### src/hdl/assert_macros.svh
// Assertion macros shared by the downscaler RTL.
// No dependencies; included by files that carry concurrent checks.
`ifndef ASSERT_MACROS_SVH
`define ASSERT_MACROS_SVH

// Same-cycle implication, disabled while reset is asserted.
`define AWD_ASSERT_IMP(label, clk, rst_n, ante, cons) \
  label: assert property (@(posedge clk) disable iff (!rst_n) (ante) |-> (cons)) \
    else $error("assertion failed");

// Next-cycle implication, disabled while reset is asserted.
`define AWD_ASSERT_NXT(label, clk, rst_n, ante, cons) \
  label: assert property (@(posedge clk) disable iff (!rst_n) (ante) |=> (cons)) \
    else $error("assertion failed");

`endif

### src/hdl/awd_pkg.sv
// Shared types and constants of the area-weighted downscaler.
// No dependencies; imported by awd_norm and the top level.
package awd_pkg;

  localparam int MAX_TW_DEF = 2048;
  localparam int STRIP_ROWS = 8;
  localparam int STORE_ROWS = 2 * STRIP_ROWS;
  localparam int FRAC       = 14;
  localparam int COL_W      = 14;
  localparam int TX_W       = COL_W + FRAC;
  localparam int CFG_W      = 15;
  localparam int ACC_W      = 32;
  localparam int W_W        = FRAC + 1;
  localparam int SRC_MAX    = 16384;

  typedef struct packed {
    logic [ACC_W-1:0] r;
    logic [ACC_W-1:0] g;
    logic [ACC_W-1:0] b;
    logic [ACC_W-1:0] w;
  } acc_t;

  typedef struct packed {
    logic [7:0] r;
    logic [7:0] g;
    logic [7:0] b;
  } rgb8_t;

  typedef enum logic [1:0] {
    KIND_TAKEN = 2'd0,
    KIND_READY = 2'd1,
    KIND_STRIP = 2'd2
  } kind_t;

  typedef enum logic [2:0] {
    CFG_TARGET_WIDTH  = 3'd0,
    CFG_SOURCE_WIDTH  = 3'd1,
    CFG_SOURCE_HEIGHT = 3'd2,
    CFG_X_SCALE       = 3'd3,
    CFG_Y_SCALE       = 3'd4
  } cfg_idx_t;

endpackage

### src/hdl/awd_norm.sv
// Three-lane restoring divider: colour sums over weight, clipped to 255.
// Depends on awd_pkg; one quotient bit per cycle.
module awd_norm import awd_pkg::*; (
  input  logic  clk,
  input  logic  rst_n,
  input  logic  start,
  input  acc_t  acc,
  output logic  done,
  output rgb8_t q
);

  logic              busy_r, done_r, zero_r;
  logic [3:0]        cnt_r;
  logic [ACC_W-1:0]  rem_r [3];
  logic [ACC_W+7:0]  dsh_r;
  logic [7:0]        qb_r  [3];
  logic [2:0]        sat_r;
  logic [2:0]        ge;

  always_comb begin
    for (int i = 0; i < 3; i++) begin
      ge[i] = {8'b0, rem_r[i]} >= dsh_r;
    end
  end

  always_ff @(posedge clk) begin
    if (!rst_n) begin
      busy_r <= 1'b0;
      done_r <= 1'b0;
    end else begin
      done_r <= 1'b0;
      if (start) begin
        busy_r   <= 1'b1;
        zero_r   <= (acc.w == '0);
        cnt_r    <= 4'd8;
        rem_r[0] <= acc.r;
        rem_r[1] <= acc.g;
        rem_r[2] <= acc.b;
        dsh_r    <= {acc.w, 8'b0};
        sat_r    <= '0;
        for (int i = 0; i < 3; i++) qb_r[i] <= '0;
      end else if (busy_r) begin
        if (zero_r) begin
          for (int i = 0; i < 3; i++) begin
            sat_r[i] <= (rem_r[i] > ACC_W'(255));
            qb_r[i]  <= rem_r[i][7:0];
          end
          busy_r <= 1'b0;
          done_r <= 1'b1;
        end else begin
          for (int i = 0; i < 3; i++) begin
            if (cnt_r == 4'd8) begin
              sat_r[i] <= ge[i];
            end else begin
              if (ge[i]) rem_r[i] <= rem_r[i] - dsh_r[ACC_W-1:0];
              qb_r[i] <= {qb_r[i][6:0], ge[i]};
            end
          end
          dsh_r <= dsh_r >> 1;
          cnt_r <= cnt_r - 4'd1;
          if (cnt_r == 4'd0) begin
            busy_r <= 1'b0;
            done_r <= 1'b1;
          end
        end
      end
    end
  end

  assign done = done_r;
  assign q.r  = sat_r[0] ? 8'hFF : qb_r[0];
  assign q.g  = sat_r[1] ? 8'hFF : qb_r[1];
  assign q.b  = sat_r[2] ? 8'hFF : qb_r[2];

endmodule

### config.mk
export PLATFORM = sky130hd
export DESIGN_NAME = awd_norm
export DESIGN_NICKNAME = d
export VERILOG_FILES = /design/src/hdl/assert_macros.svh /design/src/hdl/awd_pkg.sv /design/src/hdl/awd_norm.sv
export SDC_FILE = /design/constraint.sdc
export NUM_CORES = 1
export LEC_CHECK = 0
export BUFFER_PORTS_ARGS = -buffer_cell sky130_fd_sc_hd__clkbuf_2
export CAP_MARGIN = 20
export CORE_MARGIN = 2
export CORE_UTILIZATION = 48
export CTS_CLUSTER_SIZE = 40
export DETAILED_ROUTE_END_ITERATION = 8
export GPL_TIMING_DRIVEN = 0
export PLACE_DENSITY_LB_ADDON = 0.2
export SLEW_MARGIN = 10
export SYNTH_ARGS = -nofsm -noshare
export SYNTH_HDL_FRONTEND = slang
export SYNTH_SLANG_ARGS = --single-unit
### constraint.sdc
create_clock -name clk -period 7.7 [get_ports clk]
set_input_delay 1.155 -clock clk [delete_from_list [all_inputs] [get_ports clk]]
set_output_delay 1.155 -clock clk [all_outputs]
set_load 0.03 [all_outputs]
==> reports/metrics.cfg <==
[drt]
wl_per_cell_um=20.81
drc=0
drtIter0Drc=1043
dr.pass1.iters=6
vias=11150
ant_nets=0
totalWireLength_um=38830
viasPerCell=5.974

[min_path]
hold_end=qb_r[0][8]
holdCritStartpoint=rem_r[0][32]
hold_depth=2
hold_path.class=reg2reg

[grt]
globalRouteTotalUtil_pct=28.62
grt_max_degree=27
grt_overflow=0
grt_pass1_wl_um=59060
antenna_found_initial=1
grt_pass1_vias=10420

[sta]
report.final.slew_viol_count=0
fmax_mhz=221.0
rsz0062_at_grt=false
tns_ns=0
tightestPinTransition_ns=1.123
min_period_ns=4.525
setup_viol=0
max-slew-margin-rel_pct=24.43
finalCritPeriodShare_pct=58.77
worst_slack_ns=3.175
hold_viol=0
hold_slack_ns=0.5536
skew_ns=0.01631

[clock_tree]
cts_sinks=170
clock-root-buffer=clkbuf_16
cts.repair.resized=0
cts_hold_buf=0
clk_latency_ns=0.44
cts_made_buffers=17
cts_max_path_buffers=2
cts_tree=done
post_cts_buffers=0
worst_setup_hold_path_clk_slew_ns=0.08
htreeDepth=4

[finish]
area_growth_pct=14.91
final_nets=1750
fin_util_pct=55.68
final_area_um2=14390
n_antenna_cell=0
layout-drive-gt1-share_pct=17.44

[die]
num_rows=59
die_h_um=165.5
ioPinCount=156
initial_core_util_pct=48.46
core_um2=25840
die_w_um=165.5
dieArea_um2=27390

[pwr]
power.share.switching_pct=33.01
p_sw_uw=877.1
p_int_mw=1.780
ir_drop_v=0.0001166
p_clk_share_pct=30.7
power_frac_comb_pct=27.1
leakage_nw=5.972
power_frac_seq_pct=42.2
p_per_area_nw_per_um2=184.7

[critical_path]
crit_path_start_kind=flip-flop
path_class=reg2reg
reg2reg_slack_ns=3.17
crit_required_ns=7.89
regToRegStartpoint=dsh_r[18]
end_kind=flip-flop
r2r_end=rem_r[0][63]
critPathLaunch=dsh_r[18]
arrival_ns=4.71
rr_worst_depth=11
crit_fanout=9

[place]
gp_congestion=0.9836
place_ws_ns=3.361
port_buffers=155
placed_cell_area_um2=13860
hpwl_um=30510

[logic_synthesis]
synth_area_leader_cell=edfxtp_1
synth_common_cells=nand2_1 (187), edfxtp_1 (168), ha_1 (97), a21oi_1 (91), o21ai_0 (85)
ys_seq_area_share_pct=40.62
synth.avg_cell_area_um2=9.336
synth_seq_cells=170
synth_area_leaders=edfxtp_1 (40%), ha_1 (9.7%), nand2_1 (5.6%), a21oi_1 (3.6%), o21ai_0 (3.4%)
synth-edff-count=168
syn-cell-area_um2=12520
synthFlopType=edfxtp_1
synthesis.nets=1572
yosysMostFrequentCell=nand2_1
synthArstFlopShare_pct=0
yosys_warnings=0
synth_top_area_share_pct=40.30
ys_types=74
synth_cells=1341

[flow_run]
max_cap_violations=0

[run_status]
status=finished clean

final cells by class:
class / count / area [um^2]
tap: 335 / 419.2
buffer: 49 / 227.7
sequential: 170 / 5085
clock inverter: 14 / 100.1
fill: 2406 / 11450
timing repair buffer: 159 / 885.9
multi-input combinational: 1061 / 7014
inverter: 61 / 229.0
clock buffer: 17 / 425.4
layout by cell type, fill, tap and decap left out, drive strengths merged, types with 24 or more instances in the layout:
cell | synthesis | routed
or2 | 25 | 25
nor2 | 72 | 72
nor3 | 24 | 24
nor4 | 33 | 33
buf | 20 | 24
clkbuf | 29 | 201
a21oi | 95 | 95
xnor2 | 43 | 43
ha | 97 | 97
edfxtp | 168 | 168
a21o | 33 | 33
o21ai | 168 | 168
nand2 | 187 | 187
xor2 | 32 | 32
inv | 61 | 64
per-layer routing:
| metal | global-route usage [%] | up-vias | part of all wire [%] |
|---|---|---|---|
| met5 | 0 | - | 0 |
| met4 | 6.740 | 0 | 1.7 |
| met3 | 3.571 | 36 | 6.8 |
| met2 | 47.57 | 407 | 47 |
| met1 | 39.90 | 5310 | 44 |
| li1 | - | 5394 | - |
through the flow:
stage	total power, mW	cells
2_1_floorplan	1.644	1341
3_5_place_dp	1.848	1835
5_1_grt	2.771	1866
4_1_cts	2.648	1866
6_report	2.657	1866
3_3_place_gp	1.833	1831
worst max-delay path, stage by stage, from the launching register on:
cell and delay (ns):
edfxtp_1 0.36, inv_1 0.26, ha_1 0.32, nand2_1 0.10, nor3_1 0.41, and4_1 0.39
o21ai_0 0.31, a31oi_1 0.63, nor3_2 0.11, a21oi_2 0.71, mux2_1 0.39, a211o_1 0.27
flip-flops by register name, summed over array words and instances, names as in the netlist:
name	flops
rem_r	96
qb_r	24
busy_r	1
cnt_r	4
done	1
dsh_r	40
sat_r	3
zero_r	1
how the worst max path moves through the flow:
| stage | endpoint | cells after the start |
|---|---|---|
| 4_1_cts | rem_r[0][63] | 11 |
| 2_1_floorplan | cnt_r[0] | 2 |
| 3_3_place_gp | rem_r[0][19] | 9 |
| 3_5_place_dp | rem_r[0][63] | 11 |
| 6_report | rem_r[0][63] | 11 |
| 5_1_grt | rem_r[0][63] | 11 |
power by group through the flow:
stage | registers (mW) | clock network [mW] | logic [mW]
CTS | 1.12 | 0.814 | 0.713
finish | 1.12 | 0.815 | 0.721
detailed placement | 1.14 | 0 | 0.707
global route | 1.13 | 0.845 | 0.800
floorplan | 1.13 | 0 | 0.517
global placement | 1.14 | 0 | 0.688
cell families (layout without fill, tap and decap cells):
group                      count (synthesis)  after routing  share of synthesized area [%]
AOI/OAI and AO/OA                        435            435                          22.50
adders and majority gates                100            100                          10.17
xor gates and xnor gates                  75             75                          5.247
muxes                                     13             13                          1.169
buffers and inverters                    110            300                          3.648
DFF                                      170            170                          40.62
and+or+nand+nor                          438            438                          16.65
(Power assumes the default switching activity.)
